**src/rtl/mig_pkg.sv**
```systemverilog
// Shared types, constants and helpers of the Gauss-Jordan matrix inverter.
package mig_pkg;

    localparam int DATA_W        = 32;
    localparam int CFG_W         = 4;
    localparam int MAX_DIM_DEF   = 8;
    localparam int FRAC_BITS_DEF = 16;
    localparam int DIM_RESET     = 8;
    localparam int FIFO_DEPTH    = 4;

    typedef enum logic [4:0] {
        ST_IDLE,
        ST_INIT,
        ST_PIV_RD,
        ST_PIV_CHK,
        ST_SW_RD,
        ST_SW_WR1,
        ST_SW_WR2,
        ST_RCP_RD,
        ST_RCP_START,
        ST_RCP_WAIT,
        ST_SC_RD,
        ST_SC_MUL,
        ST_SC_WR,
        ST_EL_ERD,
        ST_EL_ECHK,
        ST_EL_RD,
        ST_EL_MUL,
        ST_EL_WR,
        ST_EL_NEXT,
        ST_OUT_RD,
        ST_OUT_HOLD
    } back_state_t;

    typedef struct packed {
        logic              ovf;
        logic [DATA_W-1:0] val;
    } sat_t;

    // clamp to the signed 32-bit range
    function automatic sat_t sat32(input logic signed [64:0] v);
        sat_t              s;
        logic signed [64:0] hi;
        logic signed [64:0] lo;
        hi = 65'sd2147483647;
        lo = -65'sd2147483648;
        if (v > hi) begin
            s.ovf = 1'b1;
            s.val = 32'h7FFF_FFFF;
        end else if (v < lo) begin
            s.ovf = 1'b1;
            s.val = 32'h8000_0000;
        end else begin
            s.ovf = 1'b0;
            s.val = v[DATA_W-1:0];
        end
        return s;
    endfunction

endpackage

```
**src/rtl/mig_fifo.sv**
```systemverilog
// Small register FIFO between load front end and elimination back end.
module mig_fifo import mig_pkg::*; #(
    parameter int WIDTH = DATA_W,
    parameter int DEPTH = FIFO_DEPTH
) (
    input  logic             aclk,
    input  logic             aresetn,
    input  logic             push,
    input  logic [WIDTH-1:0] push_data,
    input  logic             pop,
    output logic [WIDTH-1:0] pop_data,
    output logic             full,
    output logic             not_empty
);
    localparam int PTR_W = $clog2(DEPTH);

    logic [WIDTH-1:0] mem_reg [DEPTH];
    logic [PTR_W-1:0] wr_reg, rd_reg;
    logic [PTR_W:0]   cnt_reg;

    assign full      = (cnt_reg == (PTR_W+1)'(DEPTH));
    assign not_empty = (cnt_reg != '0);
    assign pop_data  = mem_reg[rd_reg];

    always_ff @(posedge aclk) begin
        if (push) begin
            mem_reg[wr_reg] <= push_data;
        end
    end

    always_ff @(posedge aclk) begin
        if (!aresetn) begin
            wr_reg  <= '0;
            rd_reg  <= '0;
            cnt_reg <= '0;
        end else begin
            if (push) begin
                wr_reg <= (wr_reg == PTR_W'(DEPTH-1)) ? '0 : wr_reg + 1'b1;
            end
            if (pop) begin
                rd_reg <= (rd_reg == PTR_W'(DEPTH-1)) ? '0 : rd_reg + 1'b1;
            end
            cnt_reg <= cnt_reg + (PTR_W+1)'(push) - (PTR_W+1)'(pop);
        end
    end

endmodule

```
**config.mk**
```make
export PLATFORM = sky130hd
export DESIGN_NAME = mig_fifo
export DESIGN_NICKNAME = d
export VERILOG_FILES = /design/src/rtl/mig_pkg.sv /design/src/rtl/mig_fifo.sv
export SDC_FILE = /design/constraint.sdc
export NUM_CORES = 1
export LEC_CHECK = 0
export ABC_AREA = 1
export BUFFER_PORTS_ARGS = -buffer_cell sky130_fd_sc_hd__buf_2
export CORE_MARGIN = 2
export CORE_UTILIZATION = 50
export CTS_CLUSTER_SIZE = 24
export DETAILED_ROUTE_END_ITERATION = 10
export PLACE_DENSITY_LB_ADDON = 0.05
export SLEW_MARGIN = 20
export SYNTH_ARGS = -nofsm -noshare
export SYNTH_HDL_FRONTEND = slang
export SYNTH_SLANG_ARGS = --single-unit
export TNS_END_PERCENT = 20
```
**constraint.sdc**
```tcl
create_clock -name aclk -period 1.8 [get_ports aclk]
set_input_delay 0.09 -clock aclk [delete_from_list [all_inputs] [get_ports aclk]]
set_output_delay 0.09 -clock aclk [all_outputs]
set_load 0.05 [all_outputs]
```
==> impl_metrics.json <==
{
  "status": "complete, no violations",
  "crit_type": "reg2out",
  "core_area_sq_um": 10790,
  "synthTopCellsByArea": "edfxtp_1 70%, inv_1 5.4%, nand2_1 5.1%",
  "dp_cells": 633,
  "cts_tree": "built",
  "hold_depth": 2,
  "firstDrtPassIters": 4,
  "synth_cells": 432,
  "hold_class": "in2reg",
  "whs_ns": 0.3217,
  "cp-end-kind": "output pin",
  "skew_ns": 0.008168,
  "die_x_microns": 109.2,
  "rsz0062_at_grt": "true",
  "drt-initial-drc-count": 152,
  "critPathMaxFanout": 12,
  "setup_viol": 0,
  "power.leakage_uw": 0.002950,
  "slew_violations": 0,
  "crit_arrival_ns": 1.67,
  "layout_commonest_cell": "edfxtp_1",
  "layout-drive-gt1-share": 0.2460,
  "antenna_cells": 0,
  "die_area_sq_um": 11910,
  "antenna_found_initial": 0,
  "startpoint_type": "register",
  "via_per_inst": 4.896,
  "cts_buffers": 17,
  "dp_hpwl_microns": 5670,
  "num-fill-cells": 792,
  "synth.distinct_cells": 18,
  "synth_nets": 476,
  "ys_warn_count": 0,
  "tightest_slew_ns": 0.3528,
  "ir_worst_vdd_mv": 0.6415,
  "largest_register_ffs": 128,
  "synth_area_per_cell_sq_um": 12.80,
  "timing.fmax_ghz": 0.5691,
  "slew_headroom": 0.7648,
  "ys_ff_latch": 137,
  "rows": 38,
  "tns_ns": 0,
  "gp_congestion": 0.7206,
  "placed_area_sq_um": 6021,
  "port_buffers": 69,
  "grt_pass1_wl_microns": 15700,
  "wl_microns": 10380,
  "multiInputGateArea_sq_um": 1080,
  "fin_cells": 709,
  "num_vias": 3471,
  "ant_nets": 0,
  "grt_start_max_net_pins": 49,
  "drc": 0,
  "cts_max_level": 4,
  "clock_path_buffers": 2,
  "cp.required_ns": 1.71,
  "yosysSeqAreaShare": 0.7278,
  "pin_count": 70,
  "root_buffer": "clkbuf_8",
  "start_util": 0.5123,
  "regArea_sq_um": 4031,
  "die_y_microns": 109.2,
  "final_cell_mix": "128 x edfxtp_1, 79 x inv_1, 75 x nand2_1, 37 x buf_2, 35 x dlygate4sd3_1",
  "clkLatencyLatePin_ns": 0.51,
  "cts.clk_slew.worst_paths_ns": 0.06,
  "cap_violations": 0,
  "hold_viol_final": 0,
  "synth.top_cell.area_share": 0.6952,
  "final_area_sq_um": 7311,
  "grt-ovfl-total": 0,
  "fin_nets": 600,
  "grt_usage": 0.1782,
  "area_growth_syn_to_layout_pct": 32.22,
  "wl_per_cell_microns": 14.64,
  "grt_pass1_vias": 3340,
  "cts_num_sinks": 137,
  "pwr_density_cell_nw_per_um2": 1154,
  "reg2reg_depth": 7,
  "fin_crit_sh": 0.9762,
  "netlist_area_sq_um": 5529,
  "layout_min_cycle_time_ns": 1.757,
  "synth_area_leader_cell": "edfxtp_1"
}
-- per-stage QoR --
step | utilization | power (uW) | setup slack, ns
3_5_place_dp | 0.5578 | 4955 | 0.2637
5_1_grt | 0.6774 | 8759 | -0.06108
2_1_floorplan | - | 4649 | 0.1955
4_1_cts | 0.6480 | 8313 | 0.0008221
3_3_place_gp | 0.5578 | 4930 | 0.3032
6_report | 0.6774 | 8435 | 0.04289
-- area by class of cell --
class,instances,area share
timing repair buffer,127,0.1585
clock buffer,17,0.05665
inverter,79,0.04056
multi-input combinational,194,0.1477
tap,140,0.02396
clock inverter,15,0.02122
sequential,137,0.5514
-- power breakdown --
part / switching, uW / internal [uW] / leakage [uW] / total [uW]
sequential: 49.4 / 3660 / 0.00125 / 3710
combinational: 948 / 521 / 0.00144 / 1470
clock: 1290 / 1960 / 0.000262 / 3260
total: 2290 / 6140 / 0.00295 / 8430
-- logic make-up (layout without fill, tap and decap cells) --
logic type,Yosys count,in the layout,share of synthesized area
AND/OR/NAND/NOR,85,85,0.05838
AO/OA/AOI/OAI,100,100,0.1050
adder cells (fa/ha/maj),8,8,0.01946
buffers and inverters,101,238,0.08780
flip-flops,137,137,0.7278
XOR/XNOR,1,1,0.001584
-- critical path: stages (launching register included) --
cell	delay, ns
dfxtp_4	0.35
buf_4	0.17
clkbuf_16	0.18
a21oi_1	0.13
o21ai_0	0.09
nand2_1	0.08
buf_6	0.16
-- what timing repair did --
item	in CTS	in global routing
pin swaps	0	5
buffers inserted	1	5
hold endpoints to repair	137	0
gates cloned	0	3
hold buffers	35	0
resized for setup	19	87
setup endpoints to repair	30	32
-- synthesized netlist by cell type --
cell / number
o211ai_1: 32
buf_6: 8
o21ai_0: 25
fa_1: 1
buf_2: 10
inv_1: 79
buf_4: 1
nand2_1: 75
nor2_1: 7
a21oi_1: 35
xnor2_1: 1
nor3_1: 1
ha_1: 7
o21ai_1: 8
dfxtp_1: 9
nand3_1: 2
edfxtp_1: 128
clkbuf_8: 3
-- per-layer routing --
| metal | up-vias | track usage | share of wire |
|---|---|---|---|
| met5 | - | 0 | 0 |
| met2 | 82 | 0.3092 | 0.52 |
| met3 | 11 | 0.05858 | 0.051 |
| met4 | 0 | 0.06410 | 0.0093 |
| met1 | 1646 | 0.2061 | 0.42 |
| li1 | 1732 | - | - |
-- path summary, 6_finish.rpt --
kind | startpoint | to | slack [ns]
hold / removal | push_data[1] | mem_reg[3][1] | 0.32
setup reg to reg | cnt_reg[0] | cnt_reg[2] | 0.26
hold reg to reg | rd_reg[0] | register | 0.50
setup / recovery | register | pop_data[14] | 0.04
Note: power is estimated with default switching activity, not from simulation.
