===== config.mk =====
export PLATFORM = sky130hd
export DESIGN_NAME = mig_front
export DESIGN_NICKNAME = d
export VERILOG_FILES = /design/src/rtl/mig_pkg.sv /design/src/rtl/mig_front.sv
export SDC_FILE = /design/constraint.sdc
export NUM_CORES = 1
export LEC_CHECK = 0
export BUFFER_PORTS_ARGS = -buffer_cell sky130_fd_sc_hd__buf_2
export CORE_UTILIZATION = 37
export CTS_BUF_LIST = sky130_fd_sc_hd__clkbuf_2
export DETAILED_ROUTE_END_ITERATION = 6
export GPL_TIMING_DRIVEN = 0
export PLACE_DENSITY_LB_ADDON = 0.12
export SLEW_MARGIN = 20
export SYNTH_ARGS = -nofsm -noshare
export SYNTH_HDL_FRONTEND = slang
export SYNTH_SLANG_ARGS = --single-unit

===== constraint.sdc =====
create_clock -name aclk -period 2.3 [get_ports aclk]
set_input_delay 0.46 -clock aclk [delete_from_list [all_inputs] [get_ports aclk]]
set_output_delay 0.46 -clock aclk [all_outputs]
set_load 0.01 [all_outputs]

===== src/rtl/mig_pkg.sv =====
// Shared types, constants and helpers of the Gauss-Jordan matrix inverter.
package mig_pkg;

    localparam int DATA_W        = 32;
    localparam int CFG_W         = 4;
    localparam int MAX_DIM_DEF   = 8;
    localparam int FRAC_BITS_DEF = 16;
    localparam int DIM_RESET     = 8;
    localparam int FIFO_DEPTH    = 4;

    typedef enum logic [4:0] {
        ST_IDLE,
        ST_INIT,
        ST_PIV_RD,
        ST_PIV_CHK,
        ST_SW_RD,
        ST_SW_WR1,
        ST_SW_WR2,
        ST_RCP_RD,
        ST_RCP_START,
        ST_RCP_WAIT,
        ST_SC_RD,
        ST_SC_MUL,
        ST_SC_WR,
        ST_EL_ERD,
        ST_EL_ECHK,
        ST_EL_RD,
        ST_EL_MUL,
        ST_EL_WR,
        ST_EL_NEXT,
        ST_OUT_RD,
        ST_OUT_HOLD
    } back_state_t;

    typedef struct packed {
        logic              ovf;
        logic [DATA_W-1:0] val;
    } sat_t;

    // clamp to the signed 32-bit range
    function automatic sat_t sat32(input logic signed [64:0] v);
        sat_t              s;
        logic signed [64:0] hi;
        logic signed [64:0] lo;
        hi = 65'sd2147483647;
        lo = -65'sd2147483648;
        if (v > hi) begin
            s.ovf = 1'b1;
            s.val = 32'h7FFF_FFFF;
        end else if (v < lo) begin
            s.ovf = 1'b1;
            s.val = 32'h8000_0000;
        end else begin
            s.ovf = 1'b0;
            s.val = v[DATA_W-1:0];
        end
        return s;
    endfunction

endpackage


===== src/rtl/mig_front.sv =====
// Load front end: size register, element position counters, entry packing.
module mig_front import mig_pkg::*; #(
    parameter int MAX_DIM = MAX_DIM_DEF
) (
    input  logic                 aclk,
    input  logic                 aresetn,
    input  logic                 cfg_valid,
    input  logic [CFG_W-1:0]     cfg_data,
    input  logic                 in_valid,
    input  logic [DATA_W-1:0]    in_data,
    output logic                 in_ready,
    input  logic                 fifo_full,
    output logic                 push,
    output logic [$clog2(MAX_DIM+1)+1+2*$clog2(MAX_DIM)+DATA_W-1:0] push_data
);
    localparam int DIM_W = $clog2(MAX_DIM+1);
    localparam int IDX_W = $clog2(MAX_DIM);

    logic [CFG_W-1:0] dim_reg;
    logic [IDX_W-1:0] row_reg, col_reg;
    logic [DIM_W-1:0] n;
    logic [IDX_W-1:0] nm1;
    logic             last_col, last_row;

    always_comb begin
        if (dim_reg == '0) begin
            n = DIM_W'(1);
        end else if (int'(dim_reg) > MAX_DIM) begin
            n = DIM_W'(MAX_DIM);
        end else begin
            n = DIM_W'(dim_reg);
        end
    end

    assign nm1      = IDX_W'(n - 1'b1);
    assign last_col = (col_reg == nm1);
    assign last_row = (row_reg == nm1);
    assign in_ready = !fifo_full;
    assign push     = in_valid && !fifo_full;
    assign push_data = {n, last_col && last_row, row_reg, col_reg, in_data};

    always_ff @(posedge aclk) begin
        if (!aresetn) begin
            dim_reg <= CFG_W'(DIM_RESET);
            row_reg <= '0;
            col_reg <= '0;
        end else if (cfg_valid) begin
            // new size drops any partial load
            dim_reg <= cfg_data;
            row_reg <= '0;
            col_reg <= '0;
        end else if (push) begin
            if (last_col) begin
                col_reg <= '0;
                row_reg <= last_row ? '0 : row_reg + 1'b1;
            end else begin
                col_reg <= col_reg + 1'b1;
            end
        end
    end

endmodule


==> results of run 1 <==
-- synth_stat cells, types with 3 or more instances --
cell type / instances / share of area [%]
xor2_1: 4 / 3.9
nor2_1: 4 / 1.7
mux2i_1: 5 / 5.6
nor2b_1: 6 / 4.2
nand2_1: 4 / 1.7
inv_1: 4 / 1.7
ha_1: 3 / 4.2
buf_4: 32 / 27
dfxtp_1: 10 / 22
nand3_1: 4 / 2.2
clkbuf_1: 3 / 1.3
-- cell usage in the layout (no fill, tap or decap), types with 2 or more instances in the layout --
cell,synthesis,routed
buf_2,1,53
buf_4,32,38
clkbuf_1,3,3
clkbuf_2,0,3
dfxtp_1,10,8
dfxtp_2,0,2
ha_1,3,2
inv_1,4,4
mux2i_1,5,5
nand2_1,4,4
nand2b_1,2,2
nand3_1,4,4
nor2_1,4,4
nor2b_1,6,6
nor3_1,2,2
o211ai_2,2,2
o21ai_2,2,2
xor2_1,4,2
xor2_2,0,2
-- final timing paths --
path                         to  slack [ps]  cells past startpoint
setup / recovery  push_data[38]         -90                      7
hold / removal       dim_reg[3]         390                      2
setup reg to reg     row_reg[2]         280                      9
hold reg to reg      row_reg[1]         540                      2
-- area by class of cell --
type,count,area [um2]
plain buffers,37,268
clock buffers,3,15.0
clock inverters,1,3.75
fillers,221,953
inverters,4,15.0
multi-input cells,51,457
flip-flops and latches,10,203
well taps,28,35.0
repair buffers,58,305
-- through the flow --
step	setup TNS [ps]	power, mW
after global placement	-5.96	0.333
after CTS	-136	0.449
after floorplan	0	0.291
after global routing	-204	0.478
after detailed placement	-29.5	0.336
final	-93.5	0.454
-- logic make-up after synthesis --
| family | after synthesis | share of synthesized area [%] |
|---|---|---|
| AO/OA/AOI/OAI | 7 | 8.52 |
| XOR/XNOR | 7 | 8.38 |
| adder cells (fa/ha/maj) | 3 | 4.19 |
| buffers and inverters | 41 | 31.6 |
| flip-flops | 10 | 22.3 |
| multiplexers | 5 | 5.59 |
| AND/OR/NAND/NOR | 29 | 19.4 |
-- worst max-delay path, stage by stage (launching register included) --
cell      delay [ps]
dfxtp_2          350
o21ba_4          220
or2_4            260
ha_4             290
xor2_1           170
o211ai_2         120
nor2_1           120
buf_2            140
-- power by group --
part	switching [mW]	internal, mW	total (mW)
Sequential	0.00420	0.179	0.183
Clock	0.0640	0.0378	0.102
Combinational	0.0682	0.101	0.169
-- repair_timing --
item | CTS | global route
endpoints found under the setup margin | 1 | 1
gates cloned | 0 | 0
pin swaps | 6 | 4
setup buffers | 4 | 2
resized for setup | 6 | 3
-- routing by layer --
layer	track usage [%]	wire [um]	vias to the layer above
met5	0	0	-
met4	6.94	0	0
met3	3.27	222	0
met2	27.4	1030	59
met1	14.0	714	361
li1	-	-	422
==> flow_metrics.env, run 1 <==
export IMPL_drc=0
export IMPL_cts_made_buffers=3
export IMPL_yosys_cell_types_count=29
export IMPL_via_per_inst=4.39
export IMPL_largest_reg_flops=4
export IMPL_synth_nets=146
export IMPL_clk_latency_ps=250
export IMPL_min_from="aresetn"
export IMPL_antenna_found_initial=0
export IMPL_hold_viol_final=0
export IMPL_worst_ep_required_time_ps=1840
export IMPL_layout_drive_gt1_share_pct=67.7
export IMPL_grt_pass1_vias=712
export IMPL_hold_path_class="primary input to register"
export IMPL_final_area_um2=1300
export IMPL_totalWireLength_um=1970
export IMPL_h_tree_depth=1
export IMPL_dieWidth_um=51.2
export IMPL_final_nets=209
export IMPL_numClockSinks=10
export IMPL_yosys_most_used_dff="dfxtp_1"
export IMPL_crit_fanout=3
export IMPL_finalMaxSlewViolations=0
export IMPL_cts_tree="done"
export IMPL_via_count=842
export IMPL_r2r_start="dim_reg[1]"
export IMPL_synth_avg_cell_area_um2=8.78
export IMPL_cp_end_kind="output pin"
export IMPL_port_buffers=52
export IMPL_async_flop_share_pct=0
export IMPL_globalplace_congestion=0.706
export IMPL_rows=17
export IMPL_start_util_pct=39.7
export IMPL_critical_path_startpoint="dim_reg[1]"
export IMPL_cap_violations=0
export IMPL_place_ws_ps=-29.5
export IMPL_startpoint_type="register"
export IMPL_synth_ff_latch_count=10
export IMPL_p_leak_nw=0.742
export IMPL_cts_root_buf="clkbuf_2"
export IMPL_setup_slack_ps=-93.5
export IMPL_synth_edf_count=0
export IMPL_ys_warn_count=0
export IMPL_fin_util_pct=57.7
export IMPL_grt_max_degree=11
export IMPL_grt_pass1_wl_um=2770
export IMPL_hold_slack_ps=394
export IMPL_grtUsageTotal_pct=14.3
export IMPL_core_area_um2=2250
export IMPL_pin_count=86
export IMPL_period_minus_slack_ps=2390
export IMPL_overflow=0
export IMPL_synth_cell_area_um2=896
export IMPL_cp_arrival_ps=1930
export IMPL_fmax_ghz=0.418
export IMPL_syn_inst=102
export IMPL_path_clk_slew_ps=110
export IMPL_die_h_um=51.2
export IMPL_n_antenna_cell=0
export IMPL_clk_path_buf_depth=2
export IMPL_relSlewSlack_pct=77.8
export IMPL_dp_cells=182
export IMPL_rsz0062_at_grt="yes"
export IMPL_cellPowerDensity_nw_per_um2=349
export IMPL_dpl_instance_area_um2=1190
export IMPL_setup_viol=1
export IMPL_dp_hpwl_um=1570
export IMPL_dieArea_um2=2620
export IMPL_cts_hold_buf=0
export IMPL_syn_to_final_growth_pct=45.3
export IMPL_critical_path_class="register to output pin"
export IMPL_worst_pin_slew_ps=333
export IMPL_clock_skew_ps=3.49
export IMPL_violations="setup timing"
export IMPL_synth_seq_area_share_pct=22.3
export IMPL_postRouteAntennaNets=0
export IMPL_ir_drop_mv=0.171
export IMPL_drt_pass1_iterations=2
export IMPL_fin_cells=192
export IMPL_drtIter0Drc=2
export IMPL_status="complete, but fails checks"
export IMPL_wl_per_cell_um=10.2
export IMPL_finalCritPeriodShare_pct=104
No activity file was read; power rests on OpenSTA's default activity.
==> run 2, diff against run 1 <==
CTS_BUF_LIST = sky130_fd_sc_hd__clkbuf_8   (was sky130_fd_sc_hd__clkbuf_2)
==> flow_metrics.env, run 2 (synthesis results as in run 1) <==
export IMPL_ff_latch_area_um2=203
export IMPL_layout_commonest_cell="buf_2"
export IMPL_final_cell_mix="buf_2, buf_4, dfxtp_1"
export IMPL_final_area_um2=1350
export IMPL_final_nets=209
export IMPL_status="complete, but fails checks"
export IMPL_cts_root_buf="clkbuf_8"
export IMPL_largest_reg_flops=4
export IMPL_cp_arrival_ps=1890
export IMPL_power_switching_share_pct=25.2
export IMPL_syn_to_final_growth_pct=50.1
export IMPL_violations="setup timing"
export IMPL_h_tree_depth=1
export IMPL_grt_max_degree=11
export IMPL_overflow=0
export IMPL_layout_drive_gt1_share_pct=68.9
export IMPL_p_leak_nw=0.756
export IMPL_pin_count=86
export IMPL_cap_violations=0
export IMPL_startpoint_type="register"
export IMPL_period_minus_slack_ps=2350
export IMPL_cellPowerDensity_nw_per_um2=429
export IMPL_rows=17
export IMPL_setup_viol=1
export IMPL_path_clk_slew_ps=50
export IMPL_multi_input_comb_area_um2=464
export IMPL_finalMaxSlewViolations=0
export IMPL_dp_hpwl_um=1570
export IMPL_p_seq_share_pct=31.8
export IMPL_dieWidth_um=51.2
export IMPL_comb_power_share_pct=29.6
export IMPL_finalCritPeriodShare_pct=102
export IMPL_place_ws_ps=-29.5
export IMPL_hold_viol_final=0
export IMPL_n_antenna_cell=0
export IMPL_crit_fanout=3
export IMPL_fill_cells=211
export IMPL_clock_skew_ps=1.84
export IMPL_start_util_pct=39.7
export IMPL_dieArea_um2=2620
export IMPL_core_area_um2=2250
export IMPL_postRouteAntennaNets=0
export IMPL_dpl_instance_area_um2=1190
export IMPL_numClockSinks=10
export IMPL_cts_tree="done"
export IMPL_power_frac_clock_pct=38.6
export IMPL_tns_ps=-48.3
export IMPL_worst_ep_required_time_ps=1840
export IMPL_hold_path_class="primary input to register"
export IMPL_p_switching_mw=0.145
export IMPL_totalWireLength_um=2030
export IMPL_worst_pin_slew_ps=337
export IMPL_cts_hold_buf=0
export IMPL_port_buffers=52
export IMPL_via_per_inst=4.45
export IMPL_ir_drop_mv=0.285
export IMPL_grt_pass1_vias=712
export IMPL_p_int_mw=0.431
export IMPL_cp_end_kind="output pin"
export IMPL_critical_path_class="register to output pin"
export IMPL_clk_latency_ps=240
export IMPL_antenna_found_initial=0
export IMPL_setup_slack_ps=-48.3
export IMPL_drc=0
export IMPL_die_h_um=51.2
export IMPL_rsz0062_at_grt="yes"
export IMPL_grt_pass1_wl_um=2820
export IMPL_fmax_ghz=0.426
export IMPL_drt_pass1_iterations=3
export IMPL_grtUsageTotal_pct=14.7
export IMPL_via_count=854
export IMPL_wl_per_cell_um=10.6
export IMPL_drtIter0Drc=1
export IMPL_cts_made_buffers=3
export IMPL_relSlewSlack_pct=77.6
export IMPL_clk_path_buf_depth=2
export IMPL_globalplace_congestion=0.706
## run 2: cell types whose count changed in the layout (fill, tap and decap cells not counted)
cell / change
clkbuf_8: +4
clkbuf_2: -3
clkinv_1: -1
xor2_1: -1
xor2_2: +1
## run 2: final timing paths
check	slack (ps)	cells after the start	from	endpoint
setup / recovery	-50	8	dim_reg[1]	push_data[38]
hold / removal	420	2	aresetn	dim_reg[3]
setup reg to reg	300	9	dim_reg[1]	row_reg[2]
hold reg to reg	550	2	row_reg[0]	row_reg[0]
## run 2: power groups by stage
| stage | clock (mW) | sequential (mW) | combinational, mW |
|---|---|---|---|
| 4_1_cts | 0.230 | 0.183 | 0.161 |
| 6_report | 0.223 | 0.183 | 0.171 |
| 3_5_place_dp | 0 | 0.187 | 0.149 |
| 3_3_place_gp | 0 | 0.186 | 0.147 |
| 5_1_grt | 0.236 | 0.184 | 0.184 |
| 2_1_floorplan | 0 | 0.186 | 0.105 |
## run 2: area by class of cell
| cell class | count | share of cell area, % |
|---|---|---|
| clock buffer | 4 | 4.09 |
| multi-input combinational | 51 | 34.5 |
| inverter | 4 | 1.12 |
| timing repair buffer | 58 | 22.7 |
| buffer | 37 | 19.9 |
| sequential | 10 | 15.1 |
| tap | 28 | 2.60 |
## run 2: what timing repair did
action,4_1_cts,5_1_grt
setup endpoints to repair,1,1
resized for setup,6,4
pin swaps,6,4
setup buffers,4,2
## run 2: per-stage QoR
step | cells | power (mW) | hold WS (ps) | utilization, %
floorplan | 102 | 0.291 | 488 | -
global route | 192 | 0.604 | 426 | 59.7
CTS | 190 | 0.575 | 414 | 57.7
detailed placement | 182 | 0.336 | 526 | 52.8
global placement | 182 | 0.333 | 509 | 52.8
finish | 192 | 0.576 | 418 | 59.7
## run 2: critical path, stage by stage, from the launching register on
cell and delay, ps:
dfxtp_2 330, o21ba_4 220, or2_4 260, ha_4 170, xor2_2 150, xnor2_2 160, nand3_1 100, nor2_1 110
buf_2 140
## run 2: layer usage
| metal | track usage [%] | up-vias | routed length, um |
|---|---|---|---|
| li1 | - | 422 | - |
| met1 | 14.4 | 367 | 749 |
| met2 | 27.2 | 62 | 1020 |
| met3 | 4.17 | 3 | 226 |
| met4 | 8.33 | 0 | 30 |
| met5 | 0 | - | 0 |
